===== src/rtl/rqs_pkg.sv =====
// shared constants, types and codes for the retransmit queue scheduler
`timescale 1ns / 1ps
package rqs_pkg;

    localparam int ENTRIES   = 8;
    localparam int IDX_W     = $clog2(ENTRIES);
    localparam int CNT_W     = $clog2(ENTRIES + 1);
    localparam int BUF_DEPTH = 2 * ENTRIES + 1;
    localparam int BUF_W     = $clog2(BUF_DEPTH + 1);

    typedef enum logic [1:0] {
        LST_FREE  = 2'd0,
        LST_WAIT  = 2'd1,
        LST_READY = 2'd2
    } list_t;

    typedef enum logic [1:0] {
        OP_ENQ  = 2'd0,
        OP_ACK  = 2'd1,
        OP_TICK = 2'd2,
        OP_NONE = 2'd3
    } opcode_t;

    typedef enum logic [2:0] {
        KIND_ENQ  = 3'd0,
        KIND_ACK  = 3'd1,
        KIND_SENT = 3'd2,
        KIND_DONE = 3'd3,
        KIND_TICK = 3'd4
    } kind_t;

    typedef struct packed {
        logic [2:0]  kind;
        logic        ok;
        logic [7:0]  byte_out;
        logic [15:0] entry_number;
        logic        done_result;
    } result_t;

endpackage


===== src/rtl/rqs_resbuf.sv =====
// result buffer: holds the results of one request until they are popped at the output
`timescale 1ns / 1ps
module rqs_resbuf
    import rqs_pkg::*;
(
    input  logic    clk,
    input  logic    rst_n,
    input  logic    clr,
    input  logic    push,
    input  result_t wdata,
    input  logic    pop,
    output result_t rdata,
    output logic    last
);

    result_t          mem_reg [BUF_DEPTH];
    logic [BUF_W-1:0] wr_reg, wr_next;
    logic [BUF_W-1:0] rd_reg, rd_next;

    always_comb
    begin
        wr_next = wr_reg;
        rd_next = rd_reg;
        if (clr)
        begin
            wr_next = '0;
            rd_next = '0;
        end
        else
        begin
            if (push)
                wr_next = wr_reg + BUF_W'(1);
            if (pop)
                rd_next = rd_reg + BUF_W'(1);
        end
    end

    always_ff @(posedge clk or negedge rst_n)
    begin
        if (!rst_n)
        begin
            wr_reg <= '0;
            rd_reg <= '0;
        end
        else
        begin
            wr_reg <= wr_next;
            rd_reg <= rd_next;
        end
    end

    always_ff @(posedge clk)
    begin
        if (push && !clr)
            mem_reg[wr_reg] <= wdata;
    end

    assign rdata = mem_reg[rd_reg];
    assign last  = (rd_reg + BUF_W'(1)) == wr_reg;

endmodule


===== src/rtl/retransmit_queue_scheduler_top.sv =====
// retransmit queue scheduler: entry lists, list walker and result sequencing
// results leave one per cycle once the work is done, while the output is taken
// throughput: one request at a time, set by the single list walker that visits
// entries in turn, each in a send and then a move state in the send pass; input
// is not ready until the last result is taken
// reset: all entries on the free list in index order, sequence counter zero
`timescale 1ns / 1ps
module retransmit_queue_scheduler_top
    import rqs_pkg::*;
(
    input  logic        clk,
    input  logic        rst_n,
    input  logic        s_tvalid,
    output logic        s_tready,
    // ctrl_char[15:0], retries[23:16], wait_ticks[39:24], ack_result[40], uart_room[48:41]
    input  logic [55:0] s_tdata,
    // opcode[1:0]
    input  logic [1:0]  s_tuser,
    output logic        m_tvalid,
    input  logic        m_tready,
    // ok[0], byte_out[8:1], entry_number[24:9], done_result[25], busy_res[26]
    output logic [31:0] m_tdata,
    // reply_kind[2:0]
    output logic [2:0]  m_tuser,
    output logic        m_tlast
);

    typedef enum logic [8:0] {
        ST_IDLE      = 9'b000000001,
        ST_ENQ       = 9'b000000010,
        ST_ACK       = 9'b000000100,
        ST_ACK_REPLY = 9'b000001000,
        ST_TWAIT     = 9'b000010000,
        ST_TREADY    = 9'b000100000,
        ST_TSEND     = 9'b001000000,
        ST_TMOVE     = 9'b010000000,
        ST_EMIT      = 9'b100000000
    } state_t;

    state_t state_reg, state_next;

    list_t            ent_list_reg [ENTRIES];
    list_t            ent_list_next [ENTRIES];
    logic [IDX_W-1:0] ent_rank_reg [ENTRIES];
    logic [IDX_W-1:0] ent_rank_next [ENTRIES];
    logic [15:0]      ent_type_reg [ENTRIES];
    logic [15:0]      ent_seq_reg [ENTRIES];
    logic [7:0]       ent_retry_reg [ENTRIES];
    logic [15:0]      ent_elap_reg [ENTRIES];
    logic [15:0]      ent_tmo_reg [ENTRIES];

    logic [15:0]      seq_reg, seq_next;
    logic [55:0]      req_reg, req_next;
    logic [7:0]       room_reg, room_next;
    logic [1:0]       cur_list_reg, cur_list_next;
    logic [CNT_W-1:0] pos_reg, pos_next;
    logic [15:0]      num_save_reg, num_save_next;

    logic [15:0] req_type;
    logic [7:0]  req_retries;
    logic [15:0] req_wait;
    logic        req_ack;

    assign req_type    = req_reg[15:0];
    assign req_retries = req_reg[23:16];
    assign req_wait    = req_reg[39:24];
    assign req_ack     = req_reg[40];

    // list walker lookup
    logic [1:0]       scan_list;
    logic [CNT_W-1:0] scan_pos;
    logic             hit;
    logic [IDX_W-1:0] sel;

    always_comb
    begin
        scan_list = cur_list_reg;
        scan_pos  = pos_reg;
        if (state_reg == ST_ENQ)
        begin
            scan_list = LST_FREE;
            scan_pos  = '0;
        end
        else if (state_reg == ST_TSEND || state_reg == ST_TMOVE)
        begin
            scan_list = LST_READY;
            scan_pos  = '0;
        end
    end

    always_comb
    begin
        hit = 1'b0;
        sel = '0;
        for (int i = 0; i < ENTRIES; i++)
        begin
            if (ent_list_reg[i] == scan_list
                && CNT_W'(ent_rank_reg[i]) == scan_pos)
            begin
                hit = 1'b1;
                sel = IDX_W'(i);
            end
        end
    end

    logic [15:0] sel_type, sel_seq, sel_elap, sel_tmo, elap_inc;
    logic [7:0]  sel_retry, retry_dec;
    logic        timed_out;

    assign sel_type  = ent_type_reg[sel];
    assign sel_seq   = ent_seq_reg[sel];
    assign sel_retry = ent_retry_reg[sel];
    assign sel_elap  = ent_elap_reg[sel];
    assign sel_tmo   = ent_tmo_reg[sel];
    assign elap_inc  = sel_elap + 16'd1;
    assign retry_dec = sel_retry - 8'd1;
    assign timed_out = elap_inc > sel_tmo;

    // sequencer
    logic       mv_en;
    list_t      mv_to;
    logic       wr_en;
    logic       wr_new;
    logic [15:0] wr_elap;
    logic [7:0] wr_retry;
    logic       push;
    result_t    push_data;
    logic       buf_clr, buf_pop, buf_last;
    result_t    buf_rdata;
    logic       accept;

    assign accept = s_tvalid && s_tready;

    always_comb
    begin
        state_next    = state_reg;
        seq_next      = seq_reg;
        req_next      = req_reg;
        room_next     = room_reg;
        cur_list_next = cur_list_reg;
        pos_next      = pos_reg;
        num_save_next = num_save_reg;
        mv_en         = 1'b0;
        mv_to         = LST_FREE;
        wr_en         = 1'b0;
        wr_new        = 1'b0;
        wr_elap       = sel_elap;
        wr_retry      = sel_retry;
        push          = 1'b0;
        push_data     = '0;
        buf_clr       = 1'b0;
        buf_pop       = 1'b0;

        unique case (state_reg)
            ST_IDLE:
            begin
                if (accept)
                begin
                    req_next      = s_tdata;
                    room_next     = s_tdata[48:41];
                    cur_list_next = LST_WAIT;
                    pos_next      = '0;
                    buf_clr       = 1'b1;
                    unique case (opcode_t'(s_tuser))
                        OP_ENQ:  state_next = ST_ENQ;
                        OP_ACK:  state_next = ST_ACK;
                        OP_TICK: state_next = ST_TWAIT;
                        OP_NONE: state_next = ST_IDLE;
                    endcase
                end
            end
            ST_ENQ:
            begin
                push           = 1'b1;
                push_data.kind = KIND_ENQ;
                if (hit)
                begin
                    wr_en                  = 1'b1;
                    wr_new                 = 1'b1;
                    mv_en                  = 1'b1;
                    mv_to                  = LST_READY;
                    seq_next               = seq_reg + 16'd1;
                    push_data.ok           = 1'b1;
                    push_data.entry_number = seq_reg;
                end
                state_next = ST_EMIT;
            end
            ST_ACK:
            begin
                if (!hit)
                begin
                    if (cur_list_reg == LST_WAIT)
                    begin
                        cur_list_next = LST_READY;
                        pos_next      = '0;
                    end
                    else
                    begin
                        push           = 1'b1;
                        push_data.kind = KIND_ACK;
                        state_next     = ST_EMIT;
                    end
                end
                else if (sel_type == req_type && sel_retry != 8'd0)
                begin
                    mv_en                  = 1'b1;
                    mv_to                  = LST_FREE;
                    push                   = 1'b1;
                    push_data.kind         = KIND_DONE;
                    push_data.entry_number = sel_seq;
                    push_data.done_result  = req_ack;
                    num_save_next          = sel_seq;
                    state_next             = ST_ACK_REPLY;
                end
                else
                    pos_next = pos_reg + CNT_W'(1);
            end
            ST_ACK_REPLY:
            begin
                push                   = 1'b1;
                push_data.kind         = KIND_ACK;
                push_data.ok           = 1'b1;
                push_data.entry_number = num_save_reg;
                state_next             = ST_EMIT;
            end
            ST_TWAIT:
            begin
                if (!hit)
                begin
                    cur_list_next = LST_READY;
                    pos_next      = '0;
                    state_next    = ST_TREADY;
                end
                else
                begin
                    wr_en   = 1'b1;
                    wr_elap = elap_inc;
                    if (timed_out)
                    begin
                        wr_elap  = '0;
                        wr_retry = retry_dec;
                        mv_en    = 1'b1;
                        if (retry_dec == 8'd0)
                        begin
                            mv_to                  = LST_FREE;
                            push                   = 1'b1;
                            push_data.kind         = KIND_DONE;
                            push_data.entry_number = sel_seq;
                            push_data.done_result  = 1'b1;
                        end
                        else
                            mv_to = LST_READY;
                    end
                    else
                        pos_next = pos_reg + CNT_W'(1);
                end
            end
            ST_TREADY:
            begin
                if (!hit)
                    state_next = ST_TSEND;
                else
                begin
                    wr_en   = 1'b1;
                    wr_elap = elap_inc;
                    if (timed_out && sel_retry == 8'd0)
                    begin
                        // out of retries: expires without advancing the position
                        wr_elap                = '0;
                        mv_en                  = 1'b1;
                        mv_to                  = LST_FREE;
                        push                   = 1'b1;
                        push_data.kind         = KIND_DONE;
                        push_data.entry_number = sel_seq;
                        push_data.done_result  = 1'b1;
                    end
                    else
                    begin
                        if (timed_out)
                        begin
                            wr_elap  = '0;
                            wr_retry = retry_dec;
                        end
                        pos_next = pos_reg + CNT_W'(1);
                    end
                end
            end
            ST_TSEND:
            begin
                if (!hit)
                begin
                    push           = 1'b1;
                    push_data.kind = KIND_TICK;
                    state_next     = ST_EMIT;
                end
                else
                begin
                    if (room_reg != 8'd0)
                    begin
                        room_next              = room_reg - 8'd1;
                        push                   = 1'b1;
                        push_data.kind         = KIND_SENT;
                        push_data.byte_out     = sel_type[7:0];
                        push_data.entry_number = sel_seq;
                    end
                    state_next = ST_TMOVE;
                end
            end
            ST_TMOVE:
            begin
                mv_en = 1'b1;
                if (sel_retry != 8'd0)
                begin
                    wr_en   = 1'b1;
                    wr_elap = '0;
                    mv_to   = LST_WAIT;
                end
                else
                begin
                    mv_to                  = LST_FREE;
                    push                   = 1'b1;
                    push_data.kind         = KIND_DONE;
                    push_data.entry_number = sel_seq;
                end
                state_next = ST_TSEND;
            end
            ST_EMIT:
            begin
                if (m_tready)
                begin
                    buf_pop = 1'b1;
                    if (buf_last)
                        state_next = ST_IDLE;
                end
            end
            default: state_next = ST_IDLE;
        endcase
    end

    // move of the selected entry to the tail of another list
    logic [CNT_W-1:0] dst_len;

    always_comb
    begin
        dst_len = '0;
        for (int i = 0; i < ENTRIES; i++)
            if (ent_list_reg[i] == mv_to)
                dst_len = dst_len + CNT_W'(1);
    end

    always_comb
    begin
        for (int i = 0; i < ENTRIES; i++)
        begin
            ent_list_next[i] = ent_list_reg[i];
            ent_rank_next[i] = ent_rank_reg[i];
            if (mv_en)
            begin
                if (IDX_W'(i) == sel)
                begin
                    ent_list_next[i] = mv_to;
                    ent_rank_next[i] = dst_len[IDX_W-1:0];
                end
                else if (ent_list_reg[i] == ent_list_reg[sel]
                         && ent_rank_reg[i] > ent_rank_reg[sel])
                    ent_rank_next[i] = ent_rank_reg[i] - IDX_W'(1);
            end
        end
    end

    always_ff @(posedge clk or negedge rst_n)
    begin
        if (!rst_n)
        begin
            state_reg    <= ST_IDLE;
            seq_reg      <= '0;
            cur_list_reg <= LST_WAIT;
            pos_reg      <= '0;
            for (int i = 0; i < ENTRIES; i++)
            begin
                ent_list_reg[i] <= LST_FREE;
                ent_rank_reg[i] <= IDX_W'(i);
            end
        end
        else
        begin
            state_reg    <= state_next;
            seq_reg      <= seq_next;
            cur_list_reg <= cur_list_next;
            pos_reg      <= pos_next;
            for (int i = 0; i < ENTRIES; i++)
            begin
                ent_list_reg[i] <= ent_list_next[i];
                ent_rank_reg[i] <= ent_rank_next[i];
            end
        end
    end

    always_ff @(posedge clk)
    begin
        req_reg      <= req_next;
        room_reg     <= room_next;
        num_save_reg <= num_save_next;
        if (wr_en)
        begin
            if (wr_new)
            begin
                ent_type_reg[sel]  <= req_type;
                ent_seq_reg[sel]   <= seq_reg;
                ent_retry_reg[sel] <= req_retries;
                ent_tmo_reg[sel]   <= req_wait;
                ent_elap_reg[sel]  <= '0;
            end
            else
            begin
                ent_retry_reg[sel] <= wr_retry;
                ent_elap_reg[sel]  <= wr_elap;
            end
        end
    end

    rqs_resbuf u_resbuf (
        .clk   (clk),
        .rst_n (rst_n),
        .clr   (buf_clr),
        .push  (push),
        .wdata (push_data),
        .pop   (buf_pop),
        .rdata (buf_rdata),
        .last  (buf_last)
    );

    logic busy;

    always_comb
    begin
        busy = 1'b0;
        for (int i = 0; i < ENTRIES; i++)
            if (ent_list_reg[i] != LST_FREE)
                busy = 1'b1;
    end

    assign s_tready = state_reg == ST_IDLE;
    assign m_tvalid = state_reg == ST_EMIT;
    assign m_tuser  = buf_rdata.kind;
    assign m_tlast  = buf_last;
    assign m_tdata  = {5'd0, busy, buf_rdata.done_result, buf_rdata.entry_number,
                       buf_rdata.byte_out, buf_rdata.ok};

endmodule

===== config.mk =====
export PLATFORM = sky130hd
export DESIGN_NAME = retransmit_queue_scheduler_top
export DESIGN_NICKNAME = d
export VERILOG_FILES = /design/src/rtl/rqs_pkg.sv /design/src/rtl/rqs_resbuf.sv /design/src/rtl/retransmit_queue_scheduler_top.sv
export SDC_FILE = /design/constraint.sdc
export NUM_CORES = 2
export LEC_CHECK = 0
export BUFFER_PORTS_ARGS = -buffer_cell sky130_fd_sc_hd__buf_2
export CAP_MARGIN = 25
export CORE_MARGIN = 8
export CORE_UTILIZATION = 45
export DETAILED_ROUTE_END_ITERATION = 8
export HOLD_SLACK_MARGIN = 0.1
export PLACE_DENSITY = 0.69
export SYNTH_ARGS = -nofsm -noshare
export SYNTH_HDL_FRONTEND = slang
export SYNTH_SLANG_ARGS = --single-unit

===== constraint.sdc =====
create_clock -name clk -period 15.91 [get_ports clk]
set_input_delay 2.3865 -clock clk [delete_from_list [all_inputs] [get_ports clk]]
set_output_delay 2.3865 -clock clk [all_outputs]
set_load 0.01 [all_outputs]

======== Word level (Yosys, flattened, before mapping) ========
Memory sizes are Yosys's and may differ from the RTL's.
Cells that the tools add are included.
Widths: inputs -> output; s select.
operators by class
  add/subtract/negate cells ............... 22
  order comparisons ....................... 10
  equal/unequal tests ..................... 70
  multiplexer cells ....................... 168
  bitwise gates (word level) .............. 3
  reductions and logical operators ........ 74
operators with widths
  kind                   count
  $mux 16                8
  $mux 17                7
  $pmux 16 s7            1
  $mux 3                 33
  $mux 9                 9
  $mux 8                 9
  $pmux 9 s8             1
  $mux 1                 49
  $eq 2x2->1             24
  $mux 24                2
  $pmux 16 s3            1
  $mux 2                 20
  $mux 4                 10
  $reduce_bool 2->1      19
  $pmux 9 s4             1
  $reduce_and 2->1       18
  $add 16x1->16 const B  2
  $eq 3x4->1             8
  $pmux 8 s2             2
  $gt 3x3->1             8
  $sub 3x1->3 const B    8
  $logic_and 1x1->1      20
  $mux 5                 4
  $add 3x1->3 const B    6
  50 further kinds       77
storage, ports and cells
  register bits after elaboration ......... 146
  RAM bits ................................ 1069
  input port bits ......................... 62
  output and inout bits ................... 38
  word-level logic and storage cells ...... 378
  memories kept ........................... 6
memories
  memory            depth  bits a word  read ports  clocked after Yosys merged registers in  write ports  RTL line                              RTL
  u_resbuf.mem_reg  17     29           1           0                                        1            rqs_resbuf.sv:16                      result_t mem_reg [BUF_DEPTH];
  ent_elap_reg      8      16           1           0                                        1            retransmit_queue_scheduler_top.sv:49  logic [15:0] ent_elap_reg [ENTRIES];
  ent_seq_reg       8      16           1           0                                        1            retransmit_queue_scheduler_top.sv:47  logic [15:0] ent_seq_reg [ENTRIES];
  ent_tmo_reg       8      16           1           0                                        1            retransmit_queue_scheduler_top.sv:50  logic [15:0] ent_tmo_reg [ENTRIES];
  ent_type_reg      8      16           1           0                                        1            retransmit_queue_scheduler_top.sv:46  logic [15:0] ent_type_reg [ENTRIES];
  ent_retry_reg     8      8            1           0                                        1            retransmit_queue_scheduler_top.sv:48  logic [7:0] ent_retry_reg [ENTRIES];

======== Depth between registers and ports, before layout ========
An unclocked memory read counts as a cell.
  depth in word-level cells ............... 37
  depth in mapped cells ................... 58
  mapped depth without buffers ............ 49

======== By module ========
From an unflattened synthesis, not the netlist that was laid out.
second synthesis, totals
  cells, all modules ...................... 4073
  area total of the unflattened synthesis .. 54484.8 µm²
by module, submodules not included
  module                          times used  cells each  area each (µm²)  seq. area each (µm²)
  retransmit_queue_scheduler_top  1           3053        34391.7          21042.7
  rqs_resbuf                      1           1020        20093.0          15054.4

======== Worst setup path after synthesis ========
Ideal clock, no wire load.
  path kind ............................... register -> register
  from .................................... register state_reg[6]
  to ...................................... register ent_rank_reg[14] in the netlist's numbering
  setup time .............................. 0.146 ns
  arrival time ............................ 11.362 ns
  data required time ...................... 15.764 ns
  path slack .............................. 4.402 ns
  stages on the path, launching flop included .. 56
  path buffers ............................ 13
  period minus slack after synthesis ...... 11.508 ns
  path through ............................ dfrtp_1 > buf_2 > or3b_1 > o21a_1 > buf_2 > or3_1 > a22oi_1 > a2bb2oi_2 > nand2_1 > buf_4 > buf_1 > buf_1 > clkbuf_1 > clkbuf_1 > clkbuf_1 > clkbuf_1 > clkbuf_1 > buf_1 > [... 20 more ...] > clkbuf_1 > nand2b_1 > or4_1 > o211a_2 > a221oi_4 > ha_1 > xnor2_1 > nand3_1 > nand3_1 > ha_1 > nor2_1 > a41oi_2 > ha_1 > a211oi_1 > a31oi_1 > xnor2_1 > xnor2_1 > a211oi_1
between the ends
  word-level cells in the longest chain between the ends .. 37
  elaborated cells on any way between the ends .. 114
  those cells by class .................... add/sub: 9; order compare: 2; eq/ne: 33; mux: 48; bitwise: 1; reduce/logical: 17; memory: 4
RTL lines
  element                                              RTL line                               RTL
  start, declared                                      retransmit_queue_scheduler_top.sv:40   state_t state_reg, state_next;
  start signal, assigned                               retransmit_queue_scheduler_top.sv:387  state_reg <= state_next;
  branches (longest 37 deep; another with $eq 9x7->1)  --
  end signal, assigned by index                        retransmit_queue_scheduler_top.sv:382  ent_rank_reg[i] <= IDX_W'(i);
  end signal, assigned by index                        retransmit_queue_scheduler_top.sv:394  ent_rank_reg[i] <= ent_rank_next[i];
  end, declared                                        retransmit_queue_scheduler_top.sv:44   logic [IDX_W-1:0] ent_rank_reg [ENTRIES];
Parallel ways; which one is timed is not known. The select of a mux whose other input is x is not followed.
A chain may end at the register's enable or synchronous reset.

======== Final worst setup path ========
  from .................................... register state_reg[4]
  to ...................................... register ent_rank_reg[17] in the netlist's numbering
The elaborated chain is that of the path after synthesis.

==> impl_results.md <==
- Crit path kind: reg -> reg
- Detailed router's first-iteration violation count: 3744
- Vias in the first global route: 31800
- Post-CTS Setup Bufs: 0
- DP Area: 55500 um^2
- Final setup fails: 0
- Commonest cells in the netlist: 1134 x edfxtp_1, 611 x nand2_1, 296 x nand3_1, 146 x clkbuf_1, 145 x mux4_2
- Sequential element share of the synthesized area: 67.9%
- Post-CTS sizing: 0
- Leakage: 21.5 nW
- Post-synth EDFFs: 1134
- CP arrival: 13.77 ns
- Clk_skew: 0.0425 ns
- Synth Warn #: 0
- Share of cells above drive strength 1: 16.8%
- DR pass1 iterations: 8
- CTS buffer count: 117
- Max-slew violation count: 0
- Core box area: 118000 um^2
- Largest net degree at the start of global routing: 74
- Most frequent cell after synthesis: edfxtp_1
- RSZ-0062 raised after global routing: false
- I/O pins: 100
- Hold Vio Cnt, Final: 0
- Min Hold Slack: 0.557 ns
- Worst setup path end: ent_rank_reg[17]
- Final net count: 3945
- Area of the multi-input gates: 16100 um^2
- Tot GR Track Use: 20.0%
- Cts hold-fix bufs: 0
- Clock Tree Buf Depth: 3
- Via count: 32600
- Crit path required time: 16.50 ns
- Fmax achieved: 0.0759 GHz
- Reg2Reg Setup Slack: 2.73 ns
- CTS tree: built
- #FFs+latches synth: 1215
- Cell Area, Synth: 53100 um^2
- Die area: 129000 um^2
- Crit end category: flip-flop
- Vias/cell: 5.98
- Netlist cell types: 114
- Crit path from: state_reg[4]
- Initial antenna violation count: 7
- Clock-pin slew on the worst setup and hold paths: 0.06 ns
- Hold Path Class: reg -> reg
- Startpoint Class: flip-flop
- Initial Util: 45.2%
- CTS Sinks: 1215
- DRC Markers: 0
- DRT antenna net count: 0
- Rows: 126
- GRT overflow: 0
- Max reg flops: 493
- Synth-to-layout area growth: 11.8%
- Maxcap violations: 0
- Post-DR wirelength/cell: 24.5 um
- Fin crit period: 13.18 ns
- R2r endpoint: ent_rank_reg[17]
- Tcrit/Tclk final: 82.9%
- I/O Buffers: 87
- Worst path slowest cell: nor3_4
- R2r worst-path depth: 51
- Area contributors post-synth: edfxtp_1 64%, mux4_2 6.1%, nand2_1 4.3%
- Layout Cell Area excl Fill: 59400 um^2
- Avg Cell Area, Syn: 14.2 um^2
- Post-Route WL: 134 mm
- Root buf cell: clkbuf_16
- Die W: 360 um
- First-pass GRT wire length: 201 mm
- Routability cong.: 0.924
- RR Startpoint: state_reg[4]
- Cell repeated most along the worst path: nand3_1
- Skew-Pair Late Insertion Delay: 0.72 ns
- PD cells: 197 nW/um^2
- Dominant synthesized flop cell: edfxtp_1
- Synth Instances: 3755
- Slowest stage delay, CP: 0.62 ns
- Critical-path maximum fanout: 38
- Status: completed
- Die Y: 360 um
- Post-DP HPWL: 75.9 mm
- # fillers: 9748
- Synth async-reset ratio: 6.67%
- Max-slew headroom: 26.2%
- Synth top area share: 64.1%
- Peak supply drop: 196 uV
- Slew @ Worst Pin: 1.11 ns
- Area leader, netlist: edfxtp_1
- Register area: 36100 um^2
- Fin Setup TNS: 0 ns
- H-Tree Level Count: 3
## cells by family (layout without fill, tap and decap cells)
group / count (synthesis) / after routing / share of synthesized area [%]
flip-flops: 1215 / 1215 / 67.9
AND/OR/NAND/NOR: 1312 / 1312 / 11.5
multiplexers: 226 / 226 / 7.81
buffers and inverters: 313 / 469 / 2.37
other: 1 / 9 / 0.00706
adder cells (fa/ha/maj): 66 / 66 / 1.55
AO/OA/AOI/OAI: 503 / 503 / 6.80
XOR/XNOR: 119 / 119 / 1.99
## critical path, delay by kind of cell (launching register included)
family | cells | cell delay [ns]
AO/OA/AOI/OAI | 12 | 2.78
adder cells (fa/ha/maj) | 5 | 1.53
buffers and inverters | 4 | 1.23
AND/OR/NAND/NOR | 25 | 5.63
flip-flops | 1 | 0.51
XOR/XNOR | 5 | 1.33
## worst min path at each step
stage / start / endpoint / cells past startpoint
floorplan: ent_rank_reg[21] / ent_rank_reg[21] / 1
global placement: ent_rank_reg[21] / ent_rank_reg[21] / 1
detailed placement: ent_rank_reg[21] / ent_rank_reg[21] / 1
CTS: ent_rank_reg[21] / ent_rank_reg[21] / 1
global route: ent_rank_reg[16] / ent_rank_reg[16] / 2
finish: ent_rank_reg[21] / ent_rank_reg[21] / 1
## layout by cell type, fill, tap and decap left out, types with 20 or more instances in the layout
cell type	instances
a31oi_1	39
nor2_1	110
nor2_4	24
and3_1	35
mux2i_1	29
nor3_1	35
nand4_1	27
nand2_1	609
nand3_1	296
o211ai_1	30
o21ai_0	106
buf_2	87
a211oi_1	63
nor4_1	20
buf_4	74
ha_1	66
a21oi_1	57
dfrtp_1	62
mux2_2	49
edfxtp_1	1134
clkbuf_1	33
clkbuf_16	118
mux4_2	145
and2_1	30
xnor2_1	57
inv_1	84
xor2_1	60
## power breakdown
part           leakage [nW]  switching (mW)  internal [mW]
logic                  6.77            3.32           1.63
registers              12.9           0.189           3.71
clock network          1.88            1.19           1.64
total                  21.5            4.71           6.97
## through the flow
step / worst slack (ns) / power [mW] / instances / utilization (%)
final: 2.73 / 11.7 / 5455 / 50.5
after global routing: 2.08 / 12.3 / 5451 / 50.5
after CTS: 2.91 / 11.7 / 5449 / 50.5
after detailed placement: 2.96 / 8.83 / 5232 / 47.2
after global placement: 2.92 / 8.68 / 5225 / 47.1
after floorplan: 4.40 / 7.25 / 3759 / -
## layout make-up
cell class                 instances  area share, %
sequential                      1215           60.8
multi-input combinational       2231           27.0
clock buffer                     152           5.20
tap                             1536           3.23
timing repair buffer             167           1.83
clock inverter                    65           1.38
inverter                          85          0.537
antenna                            4         0.0168
## layer usage
layer  wire, um  global-route usage (%)  vias up
li1           -                       -    14500
met1      54500                    27.5    16400
met2      64100                    32.9     1533
met3      11500                    3.09      250
met4       3730                    6.10        4
met5         14                       0        -
Note: power is estimated with default switching activity, not from simulation.
